$ cat src/rtl/csc_pkg.sv
`timescale 1ns / 1ps
// ----------------------------------------------------------------------------
// Clock/countdown/stopwatch controller package
// Event codes, field widths and the wrapping knob-step helper.
// ----------------------------------------------------------------------------
package csc_pkg;

	// event codes carried in s_tuser
	localparam logic [2:0] OP_TICK     = 3'd0;
	localparam logic [2:0] OP_KNOB_FWD = 3'd1;
	localparam logic [2:0] OP_KNOB_BWD = 3'd2;
	localparam logic [2:0] OP_KNOB_PRS = 3'd3;
	localparam logic [2:0] OP_KEY_ONE  = 3'd4;
	localparam logic [2:0] OP_KEY_TWO  = 3'd5;

	// setting field selectors
	localparam logic [2:0] SF_YEAR   = 3'd0;
	localparam logic [2:0] SF_MONTH  = 3'd1;
	localparam logic [2:0] SF_DAY    = 3'd2;
	localparam logic [2:0] SF_HOUR   = 3'd3;
	localparam logic [2:0] SF_MINUTE = 3'd4;
	localparam logic [2:0] SF_SECOND = 3'd5;

	// preset field selectors
	localparam logic [1:0] PF_HOUR   = 2'd0;
	localparam logic [1:0] PF_MINUTE = 2'd1;
	localparam logic [1:0] PF_SECOND = 2'd2;

	localparam logic [15:0] TPS_RESET = 16'd1000;
	localparam logic [7:0]  YEAR_MIN  = 8'd70;
	localparam logic [7:0]  YEAR_MAX  = 8'd199;
	localparam logic [5:0]  MONTH_MAX = 6'd11;
	localparam logic [5:0]  DAY_MIN   = 6'd1;
	localparam logic [5:0]  DAY_MAX   = 6'd31;
	localparam logic [5:0]  HOUR_MAX  = 6'd23;
	localparam logic [5:0]  MS_MAX    = 6'd59;
	localparam logic [6:0]  WATCH_HOUR_MAX = 7'd99;

	localparam int IN_DATA_W  = 40;
	localparam int OUT_DATA_W = 48;

	// one knob step with wrap at both ends
	function automatic logic [5:0] step_wrap(input logic [5:0] v, input logic [5:0] lo,
			input logic [5:0] hi, input logic fwd);
		if (fwd) begin
			return (v >= hi) ? lo : v + 6'd1;
		end
		return (v <= lo) ? hi : v - 6'd1;
	endfunction

endpackage

$ cat src/rtl/clock_set_countdown_stopwatch_ctrl_unit.sv
`timescale 1ns / 1ps
// ----------------------------------------------------------------------------
// Clock set / countdown / stopwatch controller
// Five-mode event-driven controller for a clock display unit.
// ----------------------------------------------------------------------------
// Takes one event per item (tick, knob step/press, key one/two) together with
// the current RTC reading, and returns one item per event describing the
// display after it. An item is registered on input, the mode/state update
// runs combinationally between that register and the result register, and
// one item is accepted every cycle while the output flows; the result
// register only stalls the input when it is full and not being taken.
// ticks_per_second (reset 1000, 0 acts as 1) may be written only while idle.
module clock_set_countdown_stopwatch_ctrl_unit
	import csc_pkg::*;
(
	input  logic                  clk,
	input  logic                  arst_n,
	input  logic                  cfg_wr_en,
	input  logic [15:0]           cfg_wr_data,  // ticks_per_second
	input  logic                  s_tvalid,
	output logic                  s_tready,
	input  logic [2:0]            s_tuser,      // op
	// rtc_year[7:0], rtc_month[11:8], rtc_day[16:12], rtc_hour[21:17],
	// rtc_minute[27:22], rtc_second[33:28], zero fill[39:34]
	input  logic [IN_DATA_W-1:0]  s_tdata,
	output logic                  m_tvalid,
	input  logic                  m_tready,
	output logic [2:0]            m_tuser,      // mode
	// cursor_field[2:0], disp_year[10:3], disp_month[14:11], disp_day[19:15],
	// disp_hour[26:20], disp_minute[32:27], disp_second[38:33], rtc_write[39],
	// hold_lamp[40], alarm[41], zero fill[47:42]
	output logic [OUT_DATA_W-1:0] m_tdata
);

	typedef enum logic [2:0] {
		MODE_NORMAL  = 3'd0,
		MODE_SETTING = 3'd1,
		MODE_PRESET  = 3'd2,
		MODE_RUN     = 3'd3,
		MODE_WATCH   = 3'd4
	} mode_t;

	// input stage
	logic        valid_s1;
	logic [2:0]  op_s1;
	logic [7:0]  ry_s1;
	logic [3:0]  rmo_s1;
	logic [4:0]  rd_s1;
	logic [4:0]  rh_s1;
	logic [5:0]  rmi_s1;
	logic [5:0]  rs_s1;

	// controller state
	logic [15:0] tps_q;
	mode_t       mode_q;
	logic [2:0]  sfield_q;
	logic [1:0]  pfield_q;
	logic [7:0]  set_year_q;
	logic [3:0]  set_month_q;
	logic [4:0]  set_day_q;
	logic [5:0]  set_hms_q    [0:2];
	logic [5:0]  preset_hms_q [0:2];
	logic [5:0]  remain_hms_q [0:2];
	logic [6:0]  watch_hms_q  [0:2];
	logic [15:0] tick_q;
	logic        paused_q;
	logic        stopped_q;
	logic        alarm_q;

	// next state
	mode_t       nx_mode;
	logic [2:0]  nx_sfield;
	logic [1:0]  nx_pfield;
	logic [7:0]  nx_set_year;
	logic [3:0]  nx_set_month;
	logic [4:0]  nx_set_day;
	logic [5:0]  nx_set_hms    [0:2];
	logic [5:0]  nx_preset_hms [0:2];
	logic [5:0]  nx_remain_hms [0:2];
	logic [6:0]  nx_watch_hms  [0:2];
	logic [15:0] nx_tick;
	logic        nx_paused;
	logic        nx_stopped;
	logic        nx_alarm;
	logic        wr;

	logic [OUT_DATA_W-1:0] res_data;
	logic                  can_adv;
	logic                  adv;

	logic        run;
	logic [15:0] limit;
	logic [15:0] tick_inc;
	logic        fwd;

	assign can_adv  = !m_tvalid || m_tready;
	assign adv      = valid_s1 && can_adv;
	assign s_tready = !valid_s1 || can_adv;

	assign run      = (mode_q == MODE_RUN && !paused_q) || (mode_q == MODE_WATCH && !stopped_q);
	assign limit    = (tps_q == 16'd0) ? 16'd1 : tps_q;
	assign tick_inc = tick_q + 16'd1;
	assign fwd      = (op_s1 == OP_KNOB_FWD);

	always_comb begin
		nx_mode      = mode_q;
		nx_sfield    = sfield_q;
		nx_pfield    = pfield_q;
		nx_set_year  = set_year_q;
		nx_set_month = set_month_q;
		nx_set_day   = set_day_q;
		nx_set_hms    = set_hms_q;
		nx_preset_hms = preset_hms_q;
		nx_remain_hms = remain_hms_q;
		nx_watch_hms  = watch_hms_q;
		nx_tick      = tick_q;
		nx_paused    = paused_q;
		nx_stopped   = stopped_q;
		nx_alarm     = alarm_q;
		wr           = 1'b0;

		unique case (op_s1)
			OP_TICK: begin
				if (run) begin
					if (tick_inc != 16'd0 && tick_inc < limit) begin
						nx_tick = tick_inc;
					end else begin
						nx_tick = 16'd0;
						if (mode_q == MODE_RUN) begin
							if (remain_hms_q[2] != 6'd0) begin
								nx_remain_hms[2] = remain_hms_q[2] - 6'd1;
							end else if (remain_hms_q[1] != 6'd0 || remain_hms_q[0] != 6'd0) begin
								nx_remain_hms[2] = MS_MAX;
								if (remain_hms_q[1] != 6'd0) begin
									nx_remain_hms[1] = remain_hms_q[1] - 6'd1;
								end else begin
									nx_remain_hms[1] = MS_MAX;
									nx_remain_hms[0] = remain_hms_q[0] - 6'd1;
								end
							end else begin
								// underflow: alarm, back to preset
								nx_alarm = 1'b1;
								nx_mode  = MODE_PRESET;
							end
						end else begin
							if (watch_hms_q[2] + 7'd1 >= 7'd60) begin
								nx_watch_hms[2] = 7'd0;
								if (watch_hms_q[1] + 7'd1 >= 7'd60) begin
									nx_watch_hms[1] = 7'd0;
									nx_watch_hms[0] = (watch_hms_q[0] >= WATCH_HOUR_MAX) ?
										7'd0 : watch_hms_q[0] + 7'd1;
								end else begin
									nx_watch_hms[1] = watch_hms_q[1] + 7'd1;
								end
							end else begin
								nx_watch_hms[2] = watch_hms_q[2] + 7'd1;
							end
						end
					end
				end
			end
			OP_KNOB_FWD, OP_KNOB_BWD: begin
				if (mode_q == MODE_SETTING) begin
					case (sfield_q)
						SF_YEAR: begin
							if (fwd) begin
								nx_set_year = (set_year_q >= YEAR_MAX) ? YEAR_MAX : set_year_q + 8'd1;
							end else begin
								nx_set_year = (set_year_q <= YEAR_MIN) ? YEAR_MIN : set_year_q - 8'd1;
							end
						end
						SF_MONTH: nx_set_month = 4'(step_wrap({2'b00, set_month_q}, 6'd0, MONTH_MAX, fwd));
						SF_DAY:   nx_set_day = 5'(step_wrap({1'b0, set_day_q}, DAY_MIN, DAY_MAX, fwd));
						SF_HOUR:   nx_set_hms[0] = step_wrap(set_hms_q[0], 6'd0, HOUR_MAX, fwd);
						SF_MINUTE: nx_set_hms[1] = step_wrap(set_hms_q[1], 6'd0, MS_MAX, fwd);
						SF_SECOND: nx_set_hms[2] = step_wrap(set_hms_q[2], 6'd0, MS_MAX, fwd);
						default: ;
					endcase
				end else if (mode_q == MODE_PRESET) begin
					case (pfield_q)
						PF_HOUR:   nx_preset_hms[0] = step_wrap(preset_hms_q[0], 6'd0, HOUR_MAX, fwd);
						PF_MINUTE: nx_preset_hms[1] = step_wrap(preset_hms_q[1], 6'd0, MS_MAX, fwd);
						PF_SECOND: nx_preset_hms[2] = step_wrap(preset_hms_q[2], 6'd0, MS_MAX, fwd);
						default: ;
					endcase
				end
			end
			OP_KNOB_PRS: begin
				if (mode_q == MODE_NORMAL) begin
					nx_set_year   = ry_s1;
					nx_set_month  = rmo_s1;
					nx_set_day    = rd_s1;
					nx_set_hms[0] = {1'b0, rh_s1};
					nx_set_hms[1] = rmi_s1;
					nx_set_hms[2] = rs_s1;
					nx_sfield     = SF_YEAR;
					nx_mode       = MODE_SETTING;
				end else if (mode_q == MODE_SETTING) begin
					if (sfield_q >= SF_SECOND) begin
						wr      = 1'b1;
						nx_mode = MODE_NORMAL;
					end else begin
						nx_sfield = sfield_q + 3'd1;
					end
				end else if (mode_q == MODE_PRESET) begin
					if (pfield_q >= PF_SECOND) begin
						nx_remain_hms = preset_hms_q;
						nx_tick   = 16'd0;
						nx_pfield = PF_HOUR;
						nx_alarm  = 1'b0;
						nx_mode   = MODE_RUN;
					end else begin
						nx_pfield = pfield_q + 2'd1;
					end
				end
			end
			OP_KEY_ONE: begin
				if (mode_q == MODE_NORMAL) begin
					nx_mode          = MODE_PRESET;
					nx_preset_hms[0] = 6'd0;
					nx_preset_hms[1] = 6'd0;
					nx_preset_hms[2] = 6'd0;
				end else if (mode_q == MODE_RUN) begin
					nx_paused = !paused_q;
				end else if (mode_q == MODE_WATCH) begin
					nx_stopped = !stopped_q;
				end
			end
			OP_KEY_TWO: begin
				if (mode_q == MODE_PRESET) begin
					nx_mode  = MODE_NORMAL;
					nx_alarm = 1'b0;
				end else if (mode_q == MODE_NORMAL) begin
					nx_watch_hms[0] = 7'd0;
					nx_watch_hms[1] = 7'd0;
					nx_watch_hms[2] = 7'd0;
					nx_tick = 16'd0;
					nx_mode = MODE_WATCH;
				end else if (mode_q == MODE_WATCH) begin
					nx_mode    = MODE_NORMAL;
					nx_stopped = 1'b1;
				end
			end
			default: ;
		endcase
	end

	// result view of the updated state
	logic [2:0] r_cursor;
	logic [7:0] r_year;
	logic [3:0] r_month;
	logic [4:0] r_day;
	logic [6:0] r_hour;
	logic [5:0] r_min;
	logic [5:0] r_sec;
	logic       r_hold;

	always_comb begin
		r_cursor = 3'd0;
		r_year   = ry_s1;
		r_month  = rmo_s1;
		r_day    = rd_s1;
		r_hour   = {2'b00, rh_s1};
		r_min    = rmi_s1;
		r_sec    = rs_s1;
		r_hold   = 1'b0;
		if (nx_mode == MODE_SETTING || wr) begin
			r_year  = nx_set_year;
			r_month = nx_set_month;
			r_day   = nx_set_day;
			r_hour  = {1'b0, nx_set_hms[0]};
			r_min   = nx_set_hms[1];
			r_sec   = nx_set_hms[2];
			if (nx_mode == MODE_SETTING) begin
				r_cursor = nx_sfield;
			end
		end else if (nx_mode == MODE_PRESET) begin
			r_hour   = {1'b0, nx_preset_hms[0]};
			r_min    = nx_preset_hms[1];
			r_sec    = nx_preset_hms[2];
			r_cursor = {1'b0, nx_pfield} + 3'd3;
		end else if (nx_mode == MODE_RUN) begin
			r_hour = {1'b0, nx_remain_hms[0]};
			r_min  = nx_remain_hms[1];
			r_sec  = nx_remain_hms[2];
			r_hold = nx_paused;
		end else if (nx_mode == MODE_WATCH) begin
			r_hour = nx_watch_hms[0];
			r_min  = nx_watch_hms[1][5:0];
			r_sec  = nx_watch_hms[2][5:0];
			r_hold = nx_stopped;
		end
	end

	assign res_data = {6'd0, nx_alarm, r_hold, wr, r_sec, r_min, r_hour, r_day, r_month,
		r_year, r_cursor};

	// input register
	always_ff @(posedge clk or negedge arst_n) begin
		if (!arst_n) begin
			valid_s1 <= 1'b0;
		end else if (s_tready) begin
			valid_s1 <= s_tvalid;
		end
	end

	always_ff @(posedge clk) begin
		if (s_tready && s_tvalid) begin
			op_s1  <= s_tuser;
			ry_s1  <= s_tdata[7:0];
			rmo_s1 <= s_tdata[11:8];
			rd_s1  <= s_tdata[16:12];
			rh_s1  <= s_tdata[21:17];
			rmi_s1 <= s_tdata[27:22];
			rs_s1  <= s_tdata[33:28];
		end
	end

	// control state and result valid
	always_ff @(posedge clk or negedge arst_n) begin
		if (!arst_n) begin
			tps_q           <= TPS_RESET;
			mode_q          <= MODE_NORMAL;
			sfield_q        <= SF_YEAR;
			pfield_q        <= PF_HOUR;
			preset_hms_q[0] <= 6'd0;
			preset_hms_q[1] <= 6'd0;
			preset_hms_q[2] <= 6'd0;
			remain_hms_q[0] <= 6'd0;
			remain_hms_q[1] <= 6'd0;
			remain_hms_q[2] <= 6'd0;
			watch_hms_q[0]  <= 7'd0;
			watch_hms_q[1]  <= 7'd0;
			watch_hms_q[2]  <= 7'd0;
			tick_q          <= 16'd0;
			paused_q        <= 1'b0;
			stopped_q       <= 1'b1;
			alarm_q         <= 1'b0;
			m_tvalid        <= 1'b0;
		end else begin
			if (cfg_wr_en) begin
				tps_q <= cfg_wr_data;
			end
			if (adv) begin
				mode_q       <= nx_mode;
				sfield_q     <= nx_sfield;
				pfield_q     <= nx_pfield;
				preset_hms_q <= nx_preset_hms;
				remain_hms_q <= nx_remain_hms;
				watch_hms_q  <= nx_watch_hms;
				tick_q       <= nx_tick;
				paused_q     <= nx_paused;
				stopped_q    <= nx_stopped;
				alarm_q      <= nx_alarm;
			end
			if (can_adv) begin
				m_tvalid <= valid_s1;
			end
		end
	end

	// setting values and result payload: written before use, no reset
	always_ff @(posedge clk) begin
		if (adv) begin
			set_year_q   <= nx_set_year;
			set_month_q  <= nx_set_month;
			set_day_q    <= nx_set_day;
			set_hms_q    <= nx_set_hms;
			m_tuser      <= nx_mode;
			m_tdata      <= res_data;
		end
	end

	// alarm is only raised on the way into preset and cleared on leaving it
	a_alarm_in_preset: assert property (@(posedge clk) disable iff (!arst_n)
		alarm_q |-> mode_q == MODE_PRESET)
		else $error("alarm active outside preset mode");

	a_write_normal: assert property (@(posedge clk) disable iff (!arst_n)
		m_tvalid && m_tdata[39] |-> m_tuser == MODE_NORMAL)
		else $error("rtc write item not in normal mode");

	a_hold_mode: assert property (@(posedge clk) disable iff (!arst_n)
		m_tvalid && m_tdata[40] |-> m_tuser == MODE_RUN || m_tuser == MODE_WATCH)
		else $error("hold lamp outside countdown or stopwatch");

	a_stall_cause: assert property (@(posedge clk) disable iff (!arst_n)
		!s_tready |-> valid_s1 && m_tvalid && !m_tready)
		else $error("input stalled without a blocked result");

endmodule

$ cat config.mk
export PLATFORM = sky130hd
export DESIGN_NAME = clock_set_countdown_stopwatch_ctrl_unit
export DESIGN_NICKNAME = d
export VERILOG_FILES = /design/src/rtl/csc_pkg.sv /design/src/rtl/clock_set_countdown_stopwatch_ctrl_unit.sv
export SDC_FILE = /design/constraint.sdc
export NUM_CORES = 1
export LEC_CHECK = 0
export BUFFER_PORTS_ARGS = -buffer_cell sky130_fd_sc_hd__buf_4
export CELL_PAD_IN_SITES_DETAIL_PLACEMENT = 1
export CELL_PAD_IN_SITES_GLOBAL_PLACEMENT = 1
export CORE_MARGIN = 1
export CORE_UTILIZATION = 47
export CTS_CLUSTER_SIZE = 14
export DETAILED_ROUTE_END_ITERATION = 10
export GPL_ROUTABILITY_DRIVEN = 0
export GPL_TIMING_DRIVEN = 1
export PLACE_DENSITY_LB_ADDON = 0.2
export SLEW_MARGIN = 40
export SYNTH_ARGS = -nofsm -noshare
export SYNTH_HDL_FRONTEND = slang
export SYNTH_SLANG_ARGS = --single-unit
$ cat constraint.sdc
create_clock -name clk -period 4.56 [get_ports clk]
set_input_delay 0.456 -clock clk [delete_from_list [all_inputs] [get_ports clk]]
set_output_delay 0.456 -clock clk [all_outputs]
set_load 0.02 [all_outputs]
# Word-level counts from Yosys, hierarchy flattened
# Cells that the tools add are included.
dict set report totals {
  in_bits 64
  regBits 219
  out_inout_bits 53
}
dict set report op_classes {
  mux 191
  n_eq_ne 30
  bitwise_logic 1
  magnitude_cmp 24
  add_sub_neg 28
  reduce_logical 31
}
# cell n
set op_table {}
lappend op_table {{two-way mux 6 bit} 45}
lappend op_table {{two-way mux 18 bit} 13}
lappend op_table {{two-way mux 16 bit} 9}
lappend op_table {{case mux 18 bit (2 select lines)} 3}
lappend op_table {{two-way mux 21 bit} 5}
lappend op_table {{two-way mux 3 bit} 21}
lappend op_table {{two-way mux 8 bit} 7}
lappend op_table {{subtractor 6 x 1 -> 6 bit, second input constant} 9}
lappend op_table {{two-way mux 1 bit} 53}
lappend op_table {{case mux 16 bit (3 select lines)} 1}
lappend op_table {{case mux 21 bit (2 select lines)} 1}
lappend op_table {{two-way mux 5 bit} 8}
lappend op_table {{adder 6 x 1 -> 6 bit, second input constant} 6}
lappend op_table {{<= comparator 6 x 1 -> 1 bit, second input constant} 6}
lappend op_table {{two-way mux 4 bit} 8}
lappend op_table {{two-way mux 7 bit} 4}
lappend op_table {{equality test 3 x 2 -> 1 bit, second input constant} 8}
lappend op_table {{greater-or-equal comparator 6 bit, second input constant} 4}
lappend op_table {{adder 7 x 1 -> 7 bit, second input constant} 3}
lappend op_table {{inequality test 2 bit, second input constant} 10}
lappend op_table {{equality test 3 bit, second input constant} 6}
lappend op_table {{nonzero test 6 bit} 3}
lappend op_table {{adder 16 x 1 -> 16 bit, second input constant} 1}
lappend op_table {{zero test 16 bit} 1}
lappend op_table {{other kinds (47)} 70}

# Depth between registers and ports, before layout
dict set report logic_depth {
  depth_word 13
  depth_mapped 19
  mapped_depth_nobuf 17
}

# Worst setup path before layout
# OpenSTA, ideal clock, no wires.
dict set report synth_path {
  path_type {register -> register}
  startpoint {reg tick_q[0]}
  endpoint {reg m_tdata[22] (data pin)}
  required_ps 4301
  period_less_slack_ps 3970
  slack_ps 590
  t_arrival_ps 3711
  stages_incl_launch_ff 17
  path_cell_list {dfrtp_1 ha_1 nand2_1 nor2_1 nand4_1 xnor2_1 ha_1 nand4_1 a211o_1 a31oi_1 or2_2 buf_1 o21ai_4 or3_4 o211a_1 o31a_1 a211o_1}
}
dict set report synth_via {
  elab_chain_len 11
}
# item line
set synth_lines {}
lappend synth_lines {{start, declared} clock_set_countdown_stopwatch_ctrl_unit.sv:65} ;# logic [15:0] tick_q;
lappend synth_lines {{start signal, assigned} clock_set_countdown_stopwatch_ctrl_unit.sv:351} ;# tick_q <= nx_tick;
lappend synth_lines {{adder 16 x 1 -> 16 bit *} clock_set_countdown_stopwatch_ctrl_unit.sv:102} ;# assign tick_inc = tick_q + 16'd1;
lappend synth_lines {{less-than comparator 16 bit or nonzero test 16 bit (tied branches)} clock_set_countdown_stopwatch_ctrl_unit.sv:125} ;# if (tick_inc != 16'd0 && tick_inc < limit) begin
lappend synth_lines {{logical AND 1 bit *} clock_set_countdown_stopwatch_ctrl_unit.sv:125}
lappend synth_lines {{two-way mux 3 bit} clock_set_countdown_stopwatch_ctrl_unit.sv:125}
lappend synth_lines {{two-way mux 3 bit} clock_set_countdown_stopwatch_ctrl_unit.sv:124} ;# if (run) begin
lappend synth_lines {{case mux 3 bit (4 select lines)} clock_set_countdown_stopwatch_ctrl_unit.sv:122} ;# unique case (op_s1)
lappend synth_lines {{equality test 3 bit} clock_set_countdown_stopwatch_ctrl_unit.sv:287} ;# end else if (nx_mode == MODE_WATCH) begin
lappend synth_lines {{two-way mux 6 bit} clock_set_countdown_stopwatch_ctrl_unit.sv:287}
lappend synth_lines {{two-way mux 6 bit} clock_set_countdown_stopwatch_ctrl_unit.sv:282} ;# end else if (nx_mode == MODE_RUN) begin
lappend synth_lines {{two-way mux 6 bit} clock_set_countdown_stopwatch_ctrl_unit.sv:277} ;# end else if (nx_mode == MODE_PRESET) begin
lappend synth_lines {{two-way mux 6 bit *} clock_set_countdown_stopwatch_ctrl_unit.sv:267} ;# if (nx_mode == MODE_SETTING || wr) begin
lappend synth_lines {{net r_hour[2]} clock_set_countdown_stopwatch_ctrl_unit.sv:253} ;# logic [6:0] r_hour;
lappend synth_lines {{end signal, assigned} clock_set_countdown_stopwatch_ctrl_unit.sv:370} ;# m_tdata <= res_data;
lappend synth_lines {{end, declared} clock_set_countdown_stopwatch_ctrl_unit.sv:32} ;# output logic [OUT_DATA_W-1:0] m_tdata
# Mark *: on every way through the listed nets, which the timed path passes. The rest lies on a longest branch. The select of a mux whose other input is x is not followed.
# A chain may end at the register's enable or synchronous reset.

# Worst setup path in the final report
dict set report layout_path {
  startpoint {reg tick_q[9]}
  endpoint {reg m_tdata[34] (data pin)}
}
dict set report layout_via {
  elab_chain_len 11
}
# item line
set layout_lines {}
lappend layout_lines {{adder 16 x 1 -> 16 bit *} clock_set_countdown_stopwatch_ctrl_unit.sv:102}
lappend layout_lines {{less-than comparator 16 bit or nonzero test 16 bit (tied branches)} clock_set_countdown_stopwatch_ctrl_unit.sv:125}
lappend layout_lines {{logical AND 1 bit *} clock_set_countdown_stopwatch_ctrl_unit.sv:125}
lappend layout_lines {{two-way mux 3 bit *} clock_set_countdown_stopwatch_ctrl_unit.sv:125}
lappend layout_lines {{two-way mux 3 bit *} clock_set_countdown_stopwatch_ctrl_unit.sv:124}
lappend layout_lines {{case mux 3 bit (4 select lines) *} clock_set_countdown_stopwatch_ctrl_unit.sv:122}
lappend layout_lines {{net nx_mode[0]} clock_set_countdown_stopwatch_ctrl_unit.sv:71} ;# mode_t nx_mode;
lappend layout_lines {{equality test 3 bit} clock_set_countdown_stopwatch_ctrl_unit.sv:287}
lappend layout_lines {{two-way mux 6 bit} clock_set_countdown_stopwatch_ctrl_unit.sv:287}
lappend layout_lines {{two-way mux 6 bit} clock_set_countdown_stopwatch_ctrl_unit.sv:282}
lappend layout_lines {{two-way mux 6 bit} clock_set_countdown_stopwatch_ctrl_unit.sv:277}
lappend layout_lines {{two-way mux 6 bit *} clock_set_countdown_stopwatch_ctrl_unit.sv:267}
lappend layout_lines {{net r_sec[1]} clock_set_countdown_stopwatch_ctrl_unit.sv:255} ;# logic [5:0] r_sec;
# Marks and branches as above.

==> results.ini <==
[run_status]
status = finished, final reports clean

[global_routing]
grt_max_degree = 77
first_global_vias = 14334
globalRouteOverflowTotal = 0
grt_usage_pct = 32.0
wire_length_of_the_first_global_routing_pass_um = 80000
grt_antenna_before_repair = 0

[floorplanning]
start_util_pct = 47.8
floorplan.die_area_sq_um = 31800
die_height_um = 178
io-pin-count = 117
num_rows = 64
die-width_um = 178
core_area_sq_um = 30600

[power_and_ir_drop]
power-per-cell-area_nw_per_um2 = 492
power_total_mw = 8.34
vdd_ir_drop_max_mv = 0.324
switching_share_pct = 39.2
p_switching_mw = 3.27
power_frac_comb_pct = 37.1
p_int_mw = 5.07
cellLeakagePower_nw = 6.77
clock_network_fraction_of_total_power_pct = 28.6
power.share.sequential_pct = 34.3

[logic_synthesis]
synthesis.yosys.warnings = 0
ys_ff_latch = 219
synth_flop_cell = sky130_fd_sc_hd__edfxtp_1
yosys-top-cells-area = sky130_fd_sc_hd__edfxtp_1 24%, sky130_fd_sc_hd__dfrtp_1 16%, sky130_fd_sc_hd__nand2_1 5.9%
syn_area_sq_um = 14600
avgSynthCellArea_sq_um = 8.67
share_of_async_settable_or_async_resettable_flops_after_synthesis_pct = 46.6
yosys.area.top_type_share_pct = 24.0
synth_enable_flop_cells = 117
synthesis.instances = 1688
synth_cell_types = 90
yosysTopAreaCell = sky130_fd_sc_hd__edfxtp_1
synth_sequential_area_ratio_pct = 41.5

[clock_tree]
numCtsBuffers = 28
clkTransAtPathRegs_ns = 0.06
cts_tree = done
numClockSinks = 219
cts.htree.levels = 1
clkLatencyLatePin_ns = 0.56
cts-root-buf = sky130_fd_sc_hd__clkbuf_16
cts.path.max_buffers = 3

[worst_setup_path]
rr_worst_depth = 18
crit_arrival_ns = 4.77
critPathKind = reg2reg
timing.reg2reg.setup_slack_ns = 0.22
required_time_of_the_critical_path_ns = 4.99
crit_path_top_delay_cell = sky130_fd_sc_hd__dfrtp_1
timing.critical_path.cells = and4_4 -> and3_1 -> nand2_1 -> nor2_1 -> nand3_1 -> xnor2_1 -> ha_1 -> nand4_1 -> a211o_1 -> a31oi_2 -> o21ai_0 -> nand3_2 -> inv_2 -> nor3_2 -> buf_4 -> o21ai_0 -> o221ai_1 -> o221a_2
timing.rr.start = tick_q[9]$_DFFE_PN0P_
reg2reg_to = m_tdata[34]$_DFFE_PP_
cp-end-kind = flop
worst_path_largest_cell_delay_ns = 0.44
critPathLaunchType = flop
cp_common_cell = sky130_fd_sc_hd__o21ai_0
crit_fanout = 8

[drt]
drc_errors = 0
routed_wire_length_per_instance_um = 23.2
antenna_violating_nets_post_route = 0
overall_routed_net_length_um = 50700
detailroute.via_count = 14279
dr.pass1.iters = 5
vias_per_cell = 6.53
drt_first_iter_violations = 1095

[final_layout]
layout-drive-gt1-share_pct = 14.6
fillCellCount = 3612
seqCellArea_sq_um = 6070
area_taken_by_multi_input_logic_gates_sq_um = 7930
final_cell_area_sq_um = 16900
area_growth_syn_to_layout_pct = 15.8
diodes = 0
highest_count_cells_in_the_layout_ignoring_fill_and_taps = 227 x sky130_fd_sc_hd__nand2_1, 169 x sky130_fd_sc_hd__o21ai_0, 151 x sky130_fd_sc_hd__buf_4, 124 x sky130_fd_sc_hd__nor2_1, 117 x sky130_fd_sc_hd__edfxtp_1
layout.cells.most_common = sky130_fd_sc_hd__nand2_1
design.final.nets = 1888
fin_cells = 2186

[worst_hold_path]
min_delay_path_depth = 1
worstHoldEndpoint = ry_s1[2]$_DFFE_PP_
worst_hold_startpoint = s_tdata[2]
hold_path.class = in2reg

[sta]
maxSlewViolCount = 0
timing.clock.skew_ns = 0.0183
finalCriticalPeriod_ns = 4.34
period_share_pct = 95.2
tightest_slew_ns = 0.795
worst_max_slew_margin_expressed_relative_to_the_limit_pct = 46.8
unrepaired_setup_endpoints_after_global_routing = no
achievable_frequency_mhz = 230
final_hold_viol_count = 0
setup_violations = 0
tns_ns = 0

[run]
cap_violations = 0

[place]
io_buffer_count = 104
post-place-cells = 2131
dpl.hpwl_um = 35800
dpl_cell_area_sq_um = 15900

==> per-layer routing <==
layer / vias to the layer above / wire length, um / track usage, % / part of all wire [%]
met5: - / 0 / 0 / 0
met4: 0 / 1370 / 9.71 / 2.7
met3: 101 / 3540 / 4.62 / 7.0
met2: 558 / 23900 / 52.8 / 47
met1: 7155 / 21900 / 43.3 / 43
li1: 6465 / - / - / -
==> per-stage QoR <==
stage	hold slack, ns	utilization, %	setup WS, ns
global route	0.0633	55.4	0.0174
global placement	0.312	51.9	0.324
floorplan	0.160	-	0.590
finish	0.0708	55.4	0.218
CTS	0.0555	55.1	0.0944
detailed placement	0.313	51.9	0.177
==> synth_stat cells (all sizes together) (9+ instances only) <==
master / instances
a31oi: 29
a21o: 10
inv: 69
a22oi: 23
nor4: 20
o22ai: 23
dfrtp: 95
nor2b: 11
nand3: 66
clkbuf: 85
o21ai: 177
o21a: 11
nor3: 60
a22o: 24
a211oi: 15
edfxtp: 117
nand2b: 12
mux2: 17
a21oi: 104
ha: 56
o211ai: 25
nand4: 11
or3: 17
nor2: 128
buf: 25
xor2: 10
and2: 15
o31ai: 15
and3: 19
o221ai: 9
a221o: 15
a221oi: 9
xnor2: 15
nand2: 228
==> worst max path at each step <==
stage / from / end / slack (ns) / cells past startpoint
2_1_floorplan: tick_q[0]$_DFFE_PN0P_ / m_tdata[22]$_DFFE_PP_ / 0.59 / 16
3_3_place_gp: tick_q[0]$_DFFE_PN0P_ / m_tdata[22]$_DFFE_PP_ / 0.32 / 15
3_5_place_dp: tick_q[9]$_DFFE_PN0P_ / m_tdata[22]$_DFFE_PP_ / 0.18 / 16
4_1_cts: tick_q[9]$_DFFE_PN0P_ / m_tdata[22]$_DFFE_PP_ / 0.09 / 16
5_1_grt: tick_q[9]$_DFFE_PN0P_ / m_tdata[27]$_DFFE_PP_ / 0.02 / 16
6_report: tick_q[9]$_DFFE_PN0P_ / m_tdata[34]$_DFFE_PP_ / 0.22 / 18
==> logic make-up after synthesis <==
family          Yosys count  synth area share [%]
flops                   219                  41.5
simple gates            620                  20.1
xor+xnor                 25                  1.50
compound gates          562                  25.3
fa+ha+maj                56                  4.79
mux                      25                  1.86
buf+inv                 180                  4.93
other cells               1                0.0256
==> cell type report <==
class                           count  share of cell area (%)
Sequential cell                   219                    35.9
Tap cell                          396                    2.92
Multi-Input combinational cell   1294                    46.8
Clock buffer                       35                    4.54
Clock inverter                     17                    1.26
Timing Repair Buffer              155                    7.05
Inverter                           70                    1.57
==> state kept, by name, indices dropped and copies added, names as in the netlist, 6 cells and up <==
register      cells
rs_s1             6
m_tdata          42
set_hms_q        18
watch_hms_q      21
ry_s1             8
rmi_s1            6
remain_hms_q     18
set_year_q        8
tps_q            16
preset_hms_q     18
tick_q           16
==> critical path: cells and delay by family (launching register included) <==
kind,cells,cell delay (ns)
xor+xnor,1,0.17
simple gates,8,1.50
fa+ha+maj,1,0.31
buf+inv,2,0.34
flops,1,0.44
compound gates,6,1.43
==> timing repair <==
item,in CTS,in global routing
setup buffers,0,2
endpoints found under the hold margin,9,0
hold buffers,1,0
resized for setup,0,8
endpoints found under the setup margin,0,12
==> power by group through the flow <==
stage	clock network, mW	registers, mW	logic [mW]
6_report	2.38	2.86	3.10
5_1_grt	2.48	2.89	3.34
4_1_cts	2.41	2.85	3.02
3_5_place_dp	0	2.88	3.00
3_3_place_gp	0	2.86	2.87
2_1_floorplan	0	2.86	1.79
Note: power is estimated with default switching activity, not from simulation.
